`src/hw/rtl/sdsf_pkg.sv`:
```
// Shared types, limits and the digit pattern table of the signed decimal
// seven-segment formatter. No dependencies.
package sdsf_pkg;

    localparam int MagWidth = 14;
    localparam int DigWidth = 4;
    localparam int SegWidth = 7;
    localparam int NumPos   = 4;

    localparam logic signed [15:0] MODE0_MAX = 16'sd9999;
    localparam logic signed [15:0] MODE0_MIN = -16'sd999;
    localparam logic signed [15:0] MODE1_MAX = 16'sd999;
    localparam logic signed [15:0] MODE1_MIN = -16'sd99;

    localparam logic [SegWidth-1:0] SEG_MINUS = 7'h40;
    localparam logic [SegWidth-1:0] SEG_BLANK = 7'h00;

    localparam logic MODE_DECIMAL = 1'b0;
    localparam logic MODE_INTEGER = 1'b1;

    typedef struct packed {
        logic blank;
        logic mode;
        logic neg;
        logic dashes;
    } ctl_t;

    typedef struct packed {
        ctl_t                ctl;
        logic [MagWidth-1:0] mag;
    } mag_t;

    typedef struct packed {
        ctl_t       ctl;
        logic [6:0] hi;
        logic [6:0] lo;
    } pair_t;

    typedef struct packed {
        ctl_t                              ctl;
        logic [NumPos-1:0][DigWidth-1:0]   dig;
    } digits_t;

    typedef struct packed {
        logic [NumPos-1:0][SegWidth-1:0] seg;
        logic                            point;
    } display_t;

    function automatic logic [SegWidth-1:0] digit_pattern(input logic [DigWidth-1:0] d);
        logic [SegWidth-1:0] p;
        case (d)
            4'd0:    p = 7'h3F;
            4'd1:    p = 7'h06;
            4'd2:    p = 7'h5B;
            4'd3:    p = 7'h4F;
            4'd4:    p = 7'h66;
            4'd5:    p = 7'h6D;
            4'd6:    p = 7'h7D;
            4'd7:    p = 7'h07;
            4'd8:    p = 7'h7F;
            4'd9:    p = 7'h6F;
            default: p = SEG_BLANK;
        endcase
        return p;
    endfunction

endpackage

```
`src/hw/rtl/sdsf_clamp.sv`:
```
// First pipeline stage: clamps the value to the mode's range and splits it
// into sign and magnitude. Depends on sdsf_pkg.
module sdsf_clamp (
    input  logic                aclk,
    input  logic                aresetn,
    input  logic                in_valid,
    output logic                in_ready,
    input  logic                mode,
    input  logic signed [15:0]  value,
    input  logic                blank,
    input  logic                dash_on_zero,
    output logic                out_valid,
    input  logic                out_ready,
    output sdsf_pkg::mag_t      out_data
);
    import sdsf_pkg::*;

    logic              valid_reg;
    mag_t              data_reg;
    mag_t              data_next;
    logic signed [15:0] hi_lim;
    logic signed [15:0] lo_lim;
    logic signed [15:0] clamped;
    logic signed [15:0] negated;

    always_comb begin
        hi_lim = (mode == MODE_INTEGER) ? MODE1_MAX : MODE0_MAX;
        lo_lim = (mode == MODE_INTEGER) ? MODE1_MIN : MODE0_MIN;
        if (value > hi_lim) begin
            clamped = hi_lim;
        end else if (value < lo_lim) begin
            clamped = lo_lim;
        end else begin
            clamped = value;
        end
        negated              = -clamped;
        data_next.ctl.blank  = blank;
        data_next.ctl.mode   = mode;
        data_next.ctl.neg    = clamped[15];
        data_next.ctl.dashes = (mode == MODE_INTEGER) && (value == 16'sd0) && dash_on_zero;
        data_next.mag        = clamped[15] ? negated[MagWidth-1:0] : clamped[MagWidth-1:0];
    end

    assign in_ready  = !valid_reg || out_ready;
    assign out_valid = valid_reg;
    assign out_data  = data_reg;

    always_ff @(posedge aclk) begin
        if (!aresetn) begin
            valid_reg <= 1'b0;
        end else if (in_ready) begin
            valid_reg <= in_valid;
        end
    end

    always_ff @(posedge aclk) begin
        if (in_ready && in_valid) begin
            data_reg <= data_next;
        end
    end

endmodule

```
`src/hw/rtl/sdsf_split100.sv`:
```
// Second pipeline stage: splits the magnitude into hundreds and remainder by a
// reciprocal multiplication. Depends on sdsf_pkg.
module sdsf_split100 (
    input  logic             aclk,
    input  logic             aresetn,
    input  logic             in_valid,
    output logic             in_ready,
    input  sdsf_pkg::mag_t   in_data,
    output logic             out_valid,
    input  logic             out_ready,
    output sdsf_pkg::pair_t  out_data
);
    import sdsf_pkg::*;

    localparam logic [12:0] Recip100 = 13'd5243;

    logic        valid_reg;
    pair_t       data_reg;
    pair_t       data_next;
    logic [26:0] prod;
    logic [6:0]  quot;
    logic [13:0] times100;
    logic [13:0] rem;

    always_comb begin
        prod      = 27'(in_data.mag) * 27'(Recip100);
        quot      = prod[25:19];
        times100  = (14'(quot) << 6) + (14'(quot) << 5) + (14'(quot) << 2);
        rem       = in_data.mag - times100;
        data_next.ctl = in_data.ctl;
        data_next.hi  = quot;
        data_next.lo  = rem[6:0];
    end

    assign in_ready  = !valid_reg || out_ready;
    assign out_valid = valid_reg;
    assign out_data  = data_reg;

    always_ff @(posedge aclk) begin
        if (!aresetn) begin
            valid_reg <= 1'b0;
        end else if (in_ready) begin
            valid_reg <= in_valid;
        end
    end

    always_ff @(posedge aclk) begin
        if (in_ready && in_valid) begin
            data_reg <= data_next;
        end
    end

endmodule

```
`src/hw/rtl/sdsf_split10.sv`:
```
// Third pipeline stage: splits both two-digit halves into tens and ones,
// giving the four decimal digits. Depends on sdsf_pkg.
module sdsf_split10 (
    input  logic               aclk,
    input  logic               aresetn,
    input  logic               in_valid,
    output logic               in_ready,
    input  sdsf_pkg::pair_t    in_data,
    output logic               out_valid,
    input  logic               out_ready,
    output sdsf_pkg::digits_t  out_data
);
    import sdsf_pkg::*;

    localparam logic [6:0] Recip10 = 7'd103;

    logic        valid_reg;
    digits_t     data_reg;
    digits_t     data_next;
    logic [13:0] prod_hi;
    logic [13:0] prod_lo;
    logic [3:0]  tens_hi;
    logic [3:0]  tens_lo;
    logic [6:0]  ones_hi;
    logic [6:0]  ones_lo;

    always_comb begin
        prod_hi = 14'(in_data.hi) * 14'(Recip10);
        prod_lo = 14'(in_data.lo) * 14'(Recip10);
        tens_hi = prod_hi[13:10];
        tens_lo = prod_lo[13:10];
        ones_hi = in_data.hi - ((7'(tens_hi) << 3) + (7'(tens_hi) << 1));
        ones_lo = in_data.lo - ((7'(tens_lo) << 3) + (7'(tens_lo) << 1));
        data_next.ctl    = in_data.ctl;
        data_next.dig[0] = tens_hi;
        data_next.dig[1] = ones_hi[DigWidth-1:0];
        data_next.dig[2] = tens_lo;
        data_next.dig[3] = ones_lo[DigWidth-1:0];
    end

    assign in_ready  = !valid_reg || out_ready;
    assign out_valid = valid_reg;
    assign out_data  = data_reg;

    always_ff @(posedge aclk) begin
        if (!aresetn) begin
            valid_reg <= 1'b0;
        end else if (in_ready) begin
            valid_reg <= in_valid;
        end
    end

    always_ff @(posedge aclk) begin
        if (in_ready && in_valid) begin
            data_reg <= data_next;
        end
    end

endmodule

```
`src/hw/rtl/sdsf_seg.sv`:
```
// Last pipeline stage and output register: places digits, leading zero,
// minus sign, dashes and blanking into segment patterns. Depends on sdsf_pkg.
module sdsf_seg (
    input  logic                aclk,
    input  logic                aresetn,
    input  logic                in_valid,
    output logic                in_ready,
    input  sdsf_pkg::digits_t   in_data,
    output logic                out_valid,
    input  logic                out_ready,
    output sdsf_pkg::display_t  out_data
);
    import sdsf_pkg::*;

    logic     valid_reg;
    display_t data_reg;
    display_t data_next;
    logic [2:0] sig_cnt;
    logic [2:0] shown;

    always_comb begin
        if (in_data.dig[0] != '0) begin
            sig_cnt = 3'd4;
        end else if (in_data.dig[1] != '0) begin
            sig_cnt = 3'd3;
        end else if (in_data.dig[2] != '0) begin
            sig_cnt = 3'd2;
        end else begin
            sig_cnt = 3'd1;
        end
        // A single significant digit in decimal mode gets a leading zero.
        if (in_data.ctl.mode == MODE_DECIMAL && sig_cnt == 3'd1) begin
            shown = 3'd2;
        end else begin
            shown = sig_cnt;
        end

        data_next.point = !in_data.ctl.blank && (in_data.ctl.mode == MODE_DECIMAL);
        for (int i = 0; i < NumPos; i++) begin
            if (in_data.ctl.blank) begin
                data_next.seg[i] = SEG_BLANK;
            end else if (in_data.ctl.dashes) begin
                data_next.seg[i] = (i == 0) ? SEG_BLANK : SEG_MINUS;
            end else if (3'(i) >= 3'(NumPos) - shown) begin
                data_next.seg[i] = digit_pattern(in_data.dig[i]);
            end else if (in_data.ctl.neg && (3'(i) == 3'(NumPos - 1) - shown)) begin
                data_next.seg[i] = SEG_MINUS;
            end else begin
                data_next.seg[i] = SEG_BLANK;
            end
        end
    end

    assign in_ready  = !valid_reg || out_ready;
    assign out_valid = valid_reg;
    assign out_data  = data_reg;

    always_ff @(posedge aclk) begin
        if (!aresetn) begin
            valid_reg <= 1'b0;
        end else if (in_ready) begin
            valid_reg <= in_valid;
        end
    end

    always_ff @(posedge aclk) begin
        if (in_ready && in_valid) begin
            data_reg <= data_next;
        end
    end

endmodule

```
`src/hw/rtl/signed_decimal_seven_segment_formatter_top.sv`:
```
// Each accepted input item is registered in every stage in turn before its result is on the m_ port.
// Throughput: one item per cycle while m_ready is high, through a four-stage pipeline (clamp,
// split by hundred, split by ten, segment build) with valid bits in every stage.
// Reset: synchronous, active-low aresetn clears all stage valid bits.
// Depends on sdsf_pkg and the sdsf stage modules.
module signed_decimal_seven_segment_formatter_top (
    input  logic               aclk,
    input  logic               aresetn,
    input  logic               s_valid,
    output logic               s_ready,
    input  logic               s_mode,
    input  logic signed [15:0] s_value,
    input  logic               s_blank,
    input  logic               s_dash_on_zero,
    output logic               m_valid,
    input  logic               m_ready,
    output logic [6:0]         m_seg_first,
    output logic [6:0]         m_seg_second,
    output logic [6:0]         m_seg_third,
    output logic [6:0]         m_seg_fourth,
    output logic               m_point_on
);
    import sdsf_pkg::*;

    logic     v1;
    logic     r1;
    mag_t     d1;
    logic     v2;
    logic     r2;
    pair_t    d2;
    logic     v3;
    logic     r3;
    digits_t  d3;
    display_t d4;

    sdsf_clamp u_clamp (
        .aclk         (aclk),
        .aresetn      (aresetn),
        .in_valid     (s_valid),
        .in_ready     (s_ready),
        .mode         (s_mode),
        .value        (s_value),
        .blank        (s_blank),
        .dash_on_zero (s_dash_on_zero),
        .out_valid    (v1),
        .out_ready    (r1),
        .out_data     (d1)
    );

    sdsf_split100 u_split100 (
        .aclk      (aclk),
        .aresetn   (aresetn),
        .in_valid  (v1),
        .in_ready  (r1),
        .in_data   (d1),
        .out_valid (v2),
        .out_ready (r2),
        .out_data  (d2)
    );

    sdsf_split10 u_split10 (
        .aclk      (aclk),
        .aresetn   (aresetn),
        .in_valid  (v2),
        .in_ready  (r2),
        .in_data   (d2),
        .out_valid (v3),
        .out_ready (r3),
        .out_data  (d3)
    );

    sdsf_seg u_seg (
        .aclk      (aclk),
        .aresetn   (aresetn),
        .in_valid  (v3),
        .in_ready  (r3),
        .in_data   (d3),
        .out_valid (m_valid),
        .out_ready (m_ready),
        .out_data  (d4)
    );

    assign m_seg_first  = d4.seg[0];
    assign m_seg_second = d4.seg[1];
    assign m_seg_third  = d4.seg[2];
    assign m_seg_fourth = d4.seg[3];
    assign m_point_on   = d4.point;

`ifndef SYNTHESIS
    a_stall_source: assert property (@(posedge aclk) disable iff (!aresetn)
        !s_ready |-> (m_valid && !m_ready))
        else $error("input stalled while the output side can move");

    a_point_digit: assert property (@(posedge aclk) disable iff (!aresetn)
        (m_valid && m_point_on) |-> (m_seg_fourth != SEG_BLANK))
        else $error("decimal item without a rightmost digit");

    a_first_decimal: assert property (@(posedge aclk) disable iff (!aresetn)
        (m_valid && (m_seg_first != SEG_BLANK)) |-> m_point_on)
        else $error("leftmost position lit outside decimal mode");
`endif

endmodule

```
`config.mk`:
```
export PLATFORM = sky130hd
export DESIGN_NAME = signed_decimal_seven_segment_formatter_top
export DESIGN_NICKNAME = d
export VERILOG_FILES = /design/src/hw/rtl/sdsf_pkg.sv /design/src/hw/rtl/sdsf_clamp.sv /design/src/hw/rtl/sdsf_split100.sv /design/src/hw/rtl/sdsf_split10.sv /design/src/hw/rtl/sdsf_seg.sv /design/src/hw/rtl/signed_decimal_seven_segment_formatter_top.sv
export SDC_FILE = /design/constraint.sdc
export NUM_CORES = 1
export LEC_CHECK = 0
export BUFFER_PORTS_ARGS = -buffer_cell sky130_fd_sc_hd__buf_2
export CORE_UTILIZATION = 55
export CTS_CLUSTER_DIAMETER = 150
export DETAILED_ROUTE_END_ITERATION = 10
export GPL_TIMING_DRIVEN = 0
export MAX_ROUTING_LAYER = met4
export PLACE_DENSITY = 0.79
export SLEW_MARGIN = 20
export SYNTH_ARGS = -nofsm -noshare
export SYNTH_HDL_FRONTEND = slang
export SYNTH_SLANG_ARGS = --single-unit
export TNS_END_PERCENT = 100
```
`constraint.sdc`:
```
create_clock -name aclk -period 6.8 [get_ports aclk]
set_input_delay 1.36 -clock aclk [delete_from_list [all_inputs] [get_ports aclk]]
set_output_delay 1.36 -clock aclk [all_outputs]
set_load 0.03 [all_outputs]
```
== Yosys cells after proc, flatten, opt, wreduce, memory -nomap -nowiden ==
Memory sizes are Yosys's and may differ from the RTL's. A register that Yosys moved wholly into a read port is not among the register bits.
Cells that the tools add are included.

* Multiplexer cells: 24
* Bitwise gates (word level): 1
* Reductions and logical operators: 27
* Add/sub/neg operators: 10
* Equal/unequal tests: 4
* Shift operators: 0
* Div/mod/pow operators: 0
* Magnitude comparators: 6
* Multipliers: 3

{| class="wikitable"
|+ Operator list
! cell !! number
|-
| $mux 7 || 11
|-
| $mux 16 || 2
|-
| $mul 7x7->14 const B || 2
|-
| $mux 14 || 2
|-
| $mul 14x13->26 const B || 1
|-
| $gt 16x16->1 || 1
|-
| $logic_not 16->1 || 1
|-
| $lt 16x16->1 || 1
|-
| $mux 4 || 4
|-
| $add 7x7->7 || 2
|-
| $neg 14->14 || 1
|-
| $logic_and 1x1->1 || 12
|-
| $reduce_bool 4->1 || 3
|-
| $mux 10 || 1
|-
| $mux 3 || 3
|-
| $add 4x4->4 || 2
|-
| $sub 4x4->4 || 2
|-
| $sub 7x7->7 || 1
|-
| $eq 2x3->1 const A || 2
|-
| $ge 1x3->1 const A || 2
|-
| $ge 2x3->1 const A || 2
|-
| $logic_not 1->1 || 5
|-
| $logic_or 1x1->1 || 4
|-
| $eq 1x3->1 const A || 1
|-
| 7 further kinds || 7
|}

* Output and inout port bits: 31
* ROM bits: 448
* Memories: 4
* Logic and storage cells: 110
* RAM bits: 0
* Bits in latches: 0
* Flip-flop bits (word level): 89

{| class="wikitable"
|+ Memory list
! memory !! depth !! width !! rd ports !! clocked after memory_dff !! write ports !! line !! source
|-
| (name not given) || 16 || 7 || 1 || 1 || 0 || sdsf_pkg.sv:51 || <nowiki>case (d)</nowiki>
|-
| (name not given) || 16 || 7 || 1 || 1 || 0 || sdsf_pkg.sv:51 ||
|-
| (name not given) || 16 || 7 || 1 || 1 || 0 || sdsf_pkg.sv:51 ||
|-
| (name not given) || 16 || 7 || 1 || 1 || 0 || sdsf_pkg.sv:51 ||
|}

== Depth between registers and ports, before layout ==
Gate-level depths: netlist (run 1).

* Depth in word-level cells: 13
* Gate-level depth with buffers: 27

== Cells and area by module ==
A second synthesis (run 1) with hierarchy kept.

* Cell total of the unflattened synthesis: 970
* Area total of the unflattened synthesis: 10286.1 um2

{| class="wikitable"
|+ By module, submodules not included
! module !! times used !! cells each !! area an instance (um2)
|-
| sdsf_split100 || 1 || 356 || 4001.3
|-
| sdsf_split10 || 1 || 244 || 2700.1
|-
| sdsf_seg || 1 || 208 || 2087.0
|-
| sdsf_clamp || 1 || 162 || 1497.7
|}

== Least setup slack after synthesis (run 1) ==
Ideal clock, no wire load.

* Path type: flip-flop to flip-flop
* Start point: register u_clamp.data_reg, in the netlist u_clamp.out_data[11]
* End point: register u_split100.data_reg, in the netlist u_split100.out_data[6] (data pin)
* Cell stages (with the launch flop): 26
* Arrival: 5927 ps
* Path slack: 607 ps
* Required time: 6534 ps
* Clock period less this slack: 6193 ps
* Cells stage by stage: edfxtp_1 ha_1 fa_1 fa_1 fa_1 inv_1 fa_1 inv_1 ha_1 nand4_1 nor4_1 o31ai_1 a31oi_1 nor2_1 a21oi_1 a211oi_1 nor2b_1 ha_1 ha_1 inv_1 ha_1 o21a_1 nor2_1 xnor2_1 xnor3_1 xnor2_1

* Elaborated cells on any way between the ends: 4
* Classes of those cells: add/sub: 3; mul: 1

{| class="wikitable"
|+ RTL lines
! item !! line !! source
|-
| start: declaration || sdsf_clamp.sv:19 || <nowiki>mag_t data_reg;</nowiki>
|-
| start signal: assignment || sdsf_clamp.sv:58 || <nowiki>data_reg <= data_next;</nowiki>
|-
| $mul 14x13->26 || sdsf_split100.sv:26 || <nowiki>prod = 27'(in_data.mag) * 27'(Recip100);</nowiki>
|-
| net u_split100.prod[22] || sdsf_split100.sv:20 || <nowiki>logic [26:0] prod;</nowiki>
|-
| $add 7x7->7 || sdsf_split100.sv:28 || <nowiki>times100 = (14'(quot) << 6) + (14'(quot) << 5) + (14'(quot) << 2);</nowiki>
|-
| $sub 7x7->7 || sdsf_split100.sv:29 || <nowiki>rem = in_data.mag - times100;</nowiki>
|-
| net u_split100.rem[6] || sdsf_split100.sv:23 || <nowiki>logic [13:0] rem;</nowiki>
|-
| end signal: assignment || sdsf_split100.sv:49 || <nowiki>data_reg <= data_next;</nowiki>
|-
| end: declaration || sdsf_split100.sv:18 || <nowiki>pair_t data_reg;</nowiki>
|}

The timed path passes the listed nets, and every way through them passes these cells.
A chain may end at the register's enable or synchronous reset.

== Worst setup path after layout (run 1) ==
* Start point: register u_clamp.data_reg, in the netlist u_clamp.out_data[6]
* End point: register u_split100.data_reg, in the netlist u_split100.out_data[6] (data pin)

Same word-level chain as after synthesis.

==> reports/results.ini, run 1 <==
[synthesis]
ys.flop_type=edfxtp_1
synth_nets=1388
synth_area_per_cell_um2=10.4
netlist_area_um2=11100
ys_ff_latch=117
yosysSeqAreaShare_pct=28.8
synth_edf_count=85
synth_cell_types=67
ys_warn_count=0
async_reset_ff_share_pct=0
postSynthCellCount=1063

[clocking]
cts.sinks=117
cts_tree=yes
clk_latency_ps=430
postCtsHoldBufs=0
h-tree-depth=4
clockBufferDepth=2
root_buffer=clkbuf_16
cts-buffers-inserted=17
cts.clk_slew.worst_paths_ps=60

[placed_design]
numPlacedInstances=1381
gp_congestion=0.910
place_hpwl_mm=16.4
port_buffers=52
dpl_cell_area_um2=11700

[floorplanning]
core_um2=19600
rows=51
die_h_um=144
dieArea_um2=20700
fp.dieW_um=144
initial_utilization_pct=56.5
io_pins=54

[setup_path]
crit_buf_inv=5
start_kind=flop
crit_type=flop to flop
crit_arrival_ps=6970
crit_path_end_kind=flop
crit_slowest_cell=fa_1
slowest_delay_ps=600
cpMostUsedCell=fa_1
cp.required_ps=6950
crit_fanout=4
path_delay_family=adder cells

[global_routing]
grt_pass1_wl_mm=35.9
first_global_vias=7885
gr-total-overflow=0
grt_util_all_layers_pct=23.2
grt_max_degree=30
antenna_found_initial=0

[sta]
rsz0062_at_grt=yes
min_period_ps=6820
max_freq_mhz=147
final_max_slew_viol_count=0
clock_skew_ps=11.5
worst_pin_slew_ps=1020
period_share_pct=100
setup_viol=1
hold_viol=0
setup_tns_ps=-24.8
slew_headroom_pct=30.8
timing.final.ws_setup_ps=-24.8

[detailed_routing]
firstDrtPassIters=5
vias_per_cell=5.43
wire_per_inst_um=16.0
num_vias=7848
drtIter0Drc=367
drc_errors=0
wl_mm=23.1
ant_nets=0

[cells_and_area]
num_antenna_cells=0
stdcell_count=1445
final_core_util_pct=65.5
final_common_cell=ha_1
drive_above_1_share_pct=15.3
area_growth_pct=15.8
design_area_um2=12800
nets=1492
layout_common_cells=209 x ha_1, 193 x inv_1, 85 x edfxtp_1

[worst_hold_path]
worst_hold_path_type=flop to flop

[outcome]
failed_checks=negative setup slack
status=finished, violations left

[flow_run]
max-cap-violations=0

## final timing paths
path | startpoint | to | slack, ps | cells past startpoint
setup / recovery | u_clamp.out_data[6] | u_split100.out_data[6] | -20 | 27
hold / removal | u_clamp.out_data[15] | u_split100.out_data[15] | 420 | 0
setup reg to reg | u_clamp.out_data[6] | u_split100.out_data[6] | -20 | 27
hold reg to reg | u_clamp.out_data[15] | u_split100.out_data[15] | 420 | 0
## cells by family after synthesis
group / share of synthesized area (%)
xor gates and xnor gates: 2.94
adders and majority gates: 39.4
AOI/OAI and AO/OA: 9.40
and+or+nand+nor: 9.64
buffers and inverters: 7.22
DFF: 28.8
muxes: 2.58
## routing by layer
layer | track usage [%] | share of wire, %
met5 | - | 0
met4 | 9.63 | 3.4
met3 | 3.57 | 3.9
met2 | 41.2 | 52
met1 | 25.8 | 40
## metrics by stage
step | worst slack [ps] | hold slack (ps)
2_1_floorplan | 607 | 400
3_3_place_gp | -95.4 | 401
3_5_place_dp | -310 | 405
4_1_cts | 16.5 | 417
5_1_grt | -236 | 428
6_report | -24.8 | 418
## cell usage after synthesis, types with 4 or more instances
library cell    n  area, um^2
nand2_1        49         184
ha_1          224        2800
a21o_1          7        52.6
mux2i_1        20         200
fa_1           78        1560
mux2_2          5        56.3
a211oi_1        7        52.6
nor2b_1         9        56.3
and2_1         26         163
o21a_1         10        75.1
nand2b_1        7        43.8
or3_1           6        37.5
xor2_1          9        78.8
a21boi_0        7        52.6
edfxtp_1       85        2550
o31ai_1         5        37.5
a31oi_1        13        81.3
and3_1          7        43.8
nand4_1        12        75.1
nand3_1         9        45.0
inv_1         200         751
nor4_1          6        37.5
nor2_1         53         199
clkbuf_1       12        45.0
a21oi_1        49         245
nor3_1         16        80.1
xnor2_1        21         184
o21ai_0        27         135
a211o_1         4        35.0
dfxtp_1        32         641
## worst reg2reg max path, stage by stage (launching register included)
cell and delay (ps):
edfxtp_1 440, inv_1 180, fa_1 600, inv_1 70, ha_1 220, fa_1 560
inv_2 40, fa_1 470, fa_1 490, inv_1 50, ha_1 280, nand4_1 180
nor4_2 340, o31ai_2 140, a31oi_2 260, nor2_2 80, a21oi_2 220, a211oi_2 130
nor2b_4 190, ha_4 240, ha_4 270, inv_2 40, ha_4 200, o21a_1 130
nor2_2 150, xnor2_1 140, xnor3_1 270, xnor2_1 160
## cell type report
cell class                 instances  area, um^2
fill                            1419        6770
multi-input combinational        733        7390
sequential                       117        3190
timing repair buffer              85         534
clock inverter                    14         146
clock buffer                      18         429
buffer                            12        46.3
tap                              265         332
inverter                         201         754
## timing repair
action                                  4_1_cts  5_1_grt
endpoints found under the setup margin        1        1
gates resized for setup                      16       36
pin swaps                                    10       35
setup buffers                                17       15
Power of run 1 is not shown: default switching activity piles up to over one toggle a cycle in this logic, so the estimate is an artifact.
==> run 2: changes to the inputs <==
--- a/config.mk
+++ b/config.mk
@@ -5,6 +5,7 @@
 export SDC_FILE = /design/constraint.sdc
 export NUM_CORES = 1
 export LEC_CHECK = 0
+export ABC_AREA = 1
 export BUFFER_PORTS_ARGS = -buffer_cell sky130_fd_sc_hd__buf_2
 export CORE_UTILIZATION = 55
 export CTS_CLUSTER_DIAMETER = 150
==> run 2 against run 1 <==
Compared with the run above: via count increased by 6.4%; critical path type unchanged; worst hold slack better by 0.63 ps; sequential share of layout area shrank 0.17 points; utilization shrank 2.5 points; final area rose by 0.69%; global-route usage is 0.36 points lower; critical endpoint unchanged; the run now ends clean; register-to-register slack improved by 300 ps; fmax is 4.7% higher.
==> reports/results.ini, run 2 <==
[global_routing]
gr-total-overflow=0  ; unchanged
first_global_vias=8574  ; was 7885
antenna_found_initial=0  ; unchanged
grt_util_all_layers_pct=22.8  ; was 23.2%
grt_max_degree=30  ; unchanged
grt_pass1_wl_mm=38.2  ; was 35.9 mm

[synthesis]
async_reset_ff_share_pct=0  ; unchanged
synth_xor_area_share_pct=2.47  ; was 2.94%
synth_nets=1624  ; was 1388
yosysMostFrequentCell=inv_1  ; was ha_1
synthTopCellsByArea=ha_1 24%, edfxtp_1 22%, fa_1 13%  ; was ha_1 25%, edfxtp_1 23%, fa_1 14%
ys_warn_count=0  ; unchanged
synth_area_per_cell_um2=8.95  ; was 10.4 um^2
ys.flop_type=edfxtp_1  ; unchanged
yosys.area_share.simple_pct=17.7  ; was 9.64%
synth_compound_area_share_pct=4.83  ; was 9.40%
postSynthCellCount=1299  ; was 1063
synth_cell_types=45  ; was 67
synthTopCellsByCount=282 x inv_1, 233 x nand2_1, 224 x ha_1  ; was 224 x ha_1, 200 x inv_1, 85 x edfxtp_1
synth_top_family_by_area=adder cells  ; unchanged
netlist_area_um2=11600  ; was 11100 um^2
yosysSeqAreaShare_pct=27.5  ; was 28.8%
ys_ff_latch=117  ; unchanged
synthAdderAreaFrac_pct=37.5  ; was 39.4%
yosys.area.top_type_share_pct=24.1  ; was 25.3%
muxShareOfSynthArea_pct=0  ; was 2.58%
yosys.area.top_type=ha_1  ; unchanged
synth_edf_count=85  ; unchanged

[cells_and_area]
final_common_cell=inv_1  ; was ha_1
final_core_util_pct=63.0  ; was 65.5%
area_growth_pct=11.0  ; was 15.8%
layout_common_cells=281 x inv_1, 233 x nand2_1, 224 x ha_1  ; was 209 x ha_1, 193 x inv_1, 85 x edfxtp_1
nets=1707  ; was 1492
num_antenna_cells=0  ; unchanged
drive_above_1_share_pct=11.9  ; was 15.3%

[sta]
hold_viol=0  ; unchanged
fin_hold_ws_ps=419  ; was 418 ps
final_max_slew_viol_count=0  ; unchanged
setup_tns_ps=0  ; was -24.8 ps
slew_headroom_pct=48.8  ; was 30.8%
max_freq_mhz=153  ; was 147 MHz
min_period_ps=6520  ; was 6820 ps
clock_skew_ps=8.41  ; was 11.5 ps
period_share_pct=95.9  ; was 100%
worst_pin_slew_ps=766  ; was 1020 ps
setup_viol=0  ; was 1

[setup_path]
path_delay_family=adder cells  ; unchanged
crit_arrival_ps=6700  ; was 6970 ps
reg2reg_slack_ps=280  ; was -20 ps
crit_buf_inv=6  ; was 5
crit_fanout=4  ; unchanged
reg2reg_depth=30  ; was 27
slowest_delay_ps=560  ; was 600 ps
critPathLaunch=u_clamp.out_data[4]  ; was u_clamp.out_data[6]
crit_path_end_kind=flop  ; unchanged
crit_slowest_cell=fa_1  ; unchanged
start_kind=flop  ; unchanged
r2r-start=u_clamp.out_data[4]  ; was u_clamp.out_data[6]
rr_endpoint=u_split100.out_data[6]  ; unchanged
cp.required_ps=6970  ; was 6950 ps
cp_num_cells=30  ; was 27
crit_path_end=u_split100.out_data[6]  ; unchanged
crit_type=flop to flop  ; unchanged

[clocking]
cts.sinks=117  ; unchanged
cts-buffers-inserted=17  ; unchanged
cts_tree=yes  ; unchanged
clk_latency_ps=420  ; was 430 ps
root_buffer=clkbuf_16  ; unchanged
cts.clk_slew.worst_paths_ps=60  ; about the same
clockBufferDepth=2  ; unchanged
postCtsHoldBufs=0  ; unchanged
h-tree-depth=4  ; unchanged

[detailed_routing]
vias_per_cell=5.02  ; was 5.43
wl_mm=22.3  ; was 23.1 mm
ant_nets=0  ; unchanged
firstDrtPassIters=4  ; was 5
drc_errors=0  ; unchanged
num_vias=8352  ; was 7848
drtIter0Drc=304  ; was 367
wire_per_inst_um=13.4  ; was 16.0 um

[floorplanning]
initial_utilization_pct=56.7  ; was 56.5%
fp.dieW_um=147  ; was 144 um
dieArea_um2=21700  ; was 20700 um^2
io_pins=54  ; unchanged
rows=52  ; was 51
die_h_um=147  ; was 144 um
core_um2=20500  ; was 19600 um^2

[placed_design]
gp_congestion=0.878  ; was 0.910
place_hpwl_mm=18.3  ; was 16.4 mm
port_buffers=53  ; was 52

[outcome]
status=finished, final reports clean  ; was finished, violations left

[flow_run]
max-cap-violations=0  ; unchanged

[worst_hold_path]
worst_hold_path_type=flop to flop  ; unchanged

==> run 2: cell families after synthesis <==
family,count (synthesis)
fa+ha+maj,302
buf+inv,303
xor+xnor,32
simple gates,446
flops,117
compound gates,99
==> run 2: stage by stage <==
step           setup WS, ps  instance area (um^2)  instances
3_3_place_gp            262                 12200       1622
3_5_place_dp            204                 12300       1623
5_1_grt               -17.5                 12900       1665
2_1_floorplan           857                 11600       1299
6_report                279                 12900       1665
4_1_cts                 189                 12800       1655
==> run 2: layout make-up <==
cell class	count	area (um^2)
Inverter	295	1110
Buffer	8	57.6
Clock buffer	20	468
Fill cell	1651	7580
Multi-Input combinational cell	879	7280
Timing Repair Buffer	64	352
Clock inverter	12	115
Tap cell	270	338
Sequential cell	117	3190
==> run 2: worst min path at each step <==
stage | start | end | slack [ps] | depth (start not counted)
6_report | u_split100.out_data[15] | u_split10.out_data[17] | 420 | 0
4_1_cts | u_split100.out_data[15] | u_split10.out_data[17] | 420 | 0
2_1_floorplan | u_split100.out_data[14] | u_split10.out_data[16] | 400 | 0
5_1_grt | u_clamp.out_data[17] | u_split100.out_data[17] | 420 | 0
3_3_place_gp | u_clamp.out_data[17] | u_split100.out_data[17] | 400 | 0
3_5_place_dp | u_split100.out_data[16] | u_split10.out_data[18] | 400 | 0
==> run 2: per-layer routing <==
layer | wire length (um) | vias up | track usage [%]
li1 | - | 4305 | -
met1 | 9450 | 3873 | 25.2
met2 | 11700 | 140 | 40.9
met3 | 734 | 34 | 4.29
met4 | 426 | 0 | 7.94
met5 | 0 | - | -
==> run 2: repair_timing <==
item | 4_1_cts | 5_1_grt
endpoints found under the setup margin | 0 | 1
resized for setup | 0 | 1
buffers inserted | 0 | 10
Power of run 2 is left out for the same reason.
==> run 3: changes to the inputs <==
--- a/config.mk
+++ b/config.mk
@@ -11,7 +11,6 @@
 export CTS_CLUSTER_DIAMETER = 150
 export DETAILED_ROUTE_END_ITERATION = 10
 export GPL_TIMING_DRIVEN = 0
-export MAX_ROUTING_LAYER = met4
 export PLACE_DENSITY = 0.79
 export SLEW_MARGIN = 20
 export SYNTH_ARGS = -nofsm -noshare
==> run 3 against run 2 <==
Compared with the run above: cell count up 0.12%; sequential share of layout area about the same; clock skew is essentially flat; sequential cell count stayed put; register-to-register slack improved by 20 ps; worst hold slack hardly changed; fmax grew 0.37%; utilization up 0.073 points; final area up 0.12%; largest cell class unchanged.
==> reports/results.ini, run 3 (synthesis results as in run 2) <==
[setup_path]
start_kind=flop  ; unchanged
crit_fanout=4  ; unchanged
slowest_delay_ps=560  ; about the same
crit_arrival_ps=6680  ; was 6700 ps
cp.required_ps=6980  ; was 6970 ps
crit_slowest_cell=fa_1  ; unchanged
crit_type=flop to flop  ; unchanged
crit_path_end_kind=flop  ; unchanged

[floorplanning]
initial_utilization_pct=56.7  ; unchanged
fp.dieW_um=147  ; unchanged
die_h_um=147  ; unchanged
dieArea_um2=21700  ; unchanged
core_um2=20500  ; unchanged
rows=52  ; unchanged
io_pins=54  ; unchanged

[detailed_routing]
vias_per_cell=5.04  ; was 5.02
num_vias=8399  ; was 8352
wl_mm=22.4  ; was 22.3 mm
wire_per_inst_um=13.5  ; was 13.4 um
drtIter0Drc=306  ; was 304
ant_nets=0  ; unchanged
drc_errors=0  ; unchanged
firstDrtPassIters=5  ; was 4

[sta]
max_freq_mhz=154  ; was 153 MHz
timing.final.ws_setup_ps=303  ; was 279 ps
slew_headroom_pct=48.5  ; was 48.8%
min_period_ps=6500  ; was 6520 ps
worst_pin_slew_ps=771  ; was 766 ps
clock_skew_ps=8.72  ; was 8.41 ps
setup_viol=0  ; unchanged
period_share_pct=95.5  ; was 95.9%
hold_viol=0  ; unchanged
final_max_slew_viol_count=0  ; unchanged

[cells_and_area]
nets=1709  ; was 1707
num_antenna_cells=0  ; unchanged
area_growth_pct=11.2  ; was 11.0%
stdcell_count=1667  ; was 1665
final_common_cell=inv_1  ; unchanged
fill_cells=1648  ; was 1651
layout_common_cells=281 x inv_1, 233 x nand2_1, 224 x ha_1  ; unchanged
drive_above_1_share_pct=12.0  ; was 11.9%

[placed_design]
place_hpwl_mm=18.3  ; unchanged
port_buffers=53  ; unchanged
numPlacedInstances=1623  ; unchanged
dp_slack_ps=204  ; unchanged
gp_congestion=0.864  ; was 0.878

[clocking]
cts_tree=yes  ; unchanged
root_buffer=clkbuf_16  ; unchanged
cts.sinks=117  ; unchanged
clk_latency_ps=420  ; about the same
cts-buffers-inserted=17  ; unchanged
postCtsHoldBufs=0  ; unchanged
h-tree-depth=4  ; unchanged
cts.clk_slew.worst_paths_ps=60  ; about the same
clockBufferDepth=2  ; unchanged

[outcome]
status=finished, final reports clean  ; unchanged

[global_routing]
grt_max_degree=30  ; unchanged
gr-total-overflow=0  ; unchanged
antenna_found_initial=0  ; unchanged
grt_util_all_layers_pct=22.1  ; was 22.8%
first_global_vias=8577  ; was 8574
grt_pass1_wl_mm=38.2  ; about the same

[worst_hold_path]
worst_hold_path_type=flop to flop  ; unchanged

[flow_run]
max-cap-violations=0  ; unchanged

-- run 3: per-layer routing --
metal / global-route usage, % / vias up / routed length, um
li1: - / 4309 / -
met1: 25.3 / 3896 / 9500
met2: 40.9 / 146 / 11700
met3: 3.83 / 48 / 721
met4: 8.56 / 0 / 548
met5: 0 / - / 0
-- run 3: stage by stage --
step                      util (%)  setup TNS (ps)  hold slack (ps)  instance area [um^2]
after detailed placement      59.8               0              405                 12300
final                         63.1               0              419                 12900
after global routing          63.1           -17.7              424                 12900
after CTS                     62.6               0              419                 12800
after global placement        59.7               0              403                 12200
after floorplan                  -               0              400                 11600
-- run 3: critical path, delay by kind of cell, from the launching register on --
kind / cells / cell delay (ps)
adder cells (fa/ha/maj): 9 / 3530
AO/OA/AOI/OAI: 3 / 550
XOR/XNOR: 3 / 550
buffers and inverters: 6 / 400
flip-flops: 1 / 430
AND/OR/NAND/NOR: 9 / 790
-- run 3: repair_timing --
| item | 4_1_cts | 5_1_grt |
|---|---|---|
| resized for setup | 0 | 1 |
| buffers inserted | 0 | 12 |
| setup endpoints to repair | 0 | 1 |
-- run 3: path summary, 6_finish.rpt --
path / startpoint / to / slack, ps / cells past startpoint
setup / recovery: u_clamp.out_data[4] / u_split100.out_data[6] / 300 / 30
hold / removal: u_split100.out_data[15] / u_split10.out_data[17] / 420 / 0
setup reg to reg: u_clamp.out_data[4] / u_split100.out_data[6] / 300 / 30
hold reg to reg: u_split100.out_data[15] / u_split10.out_data[17] / 420 / 0
-- run 3: cell type report --
class / count / area, um^2 / area share [%]
repair buffers: 66 / 367 / 2.84
flip-flops and latches: 117 / 3190 / 24.7
clock inverters: 12 / 115 / 0.890
well taps: 270 / 338 / 2.61
multi-input cells: 879 / 7280 / 56.3
inverters: 295 / 1110 / 8.60
plain buffers: 8 / 57.6 / 0.445
clock buffers: 20 / 468 / 3.62
Power of run 3 is left out for the same reason.
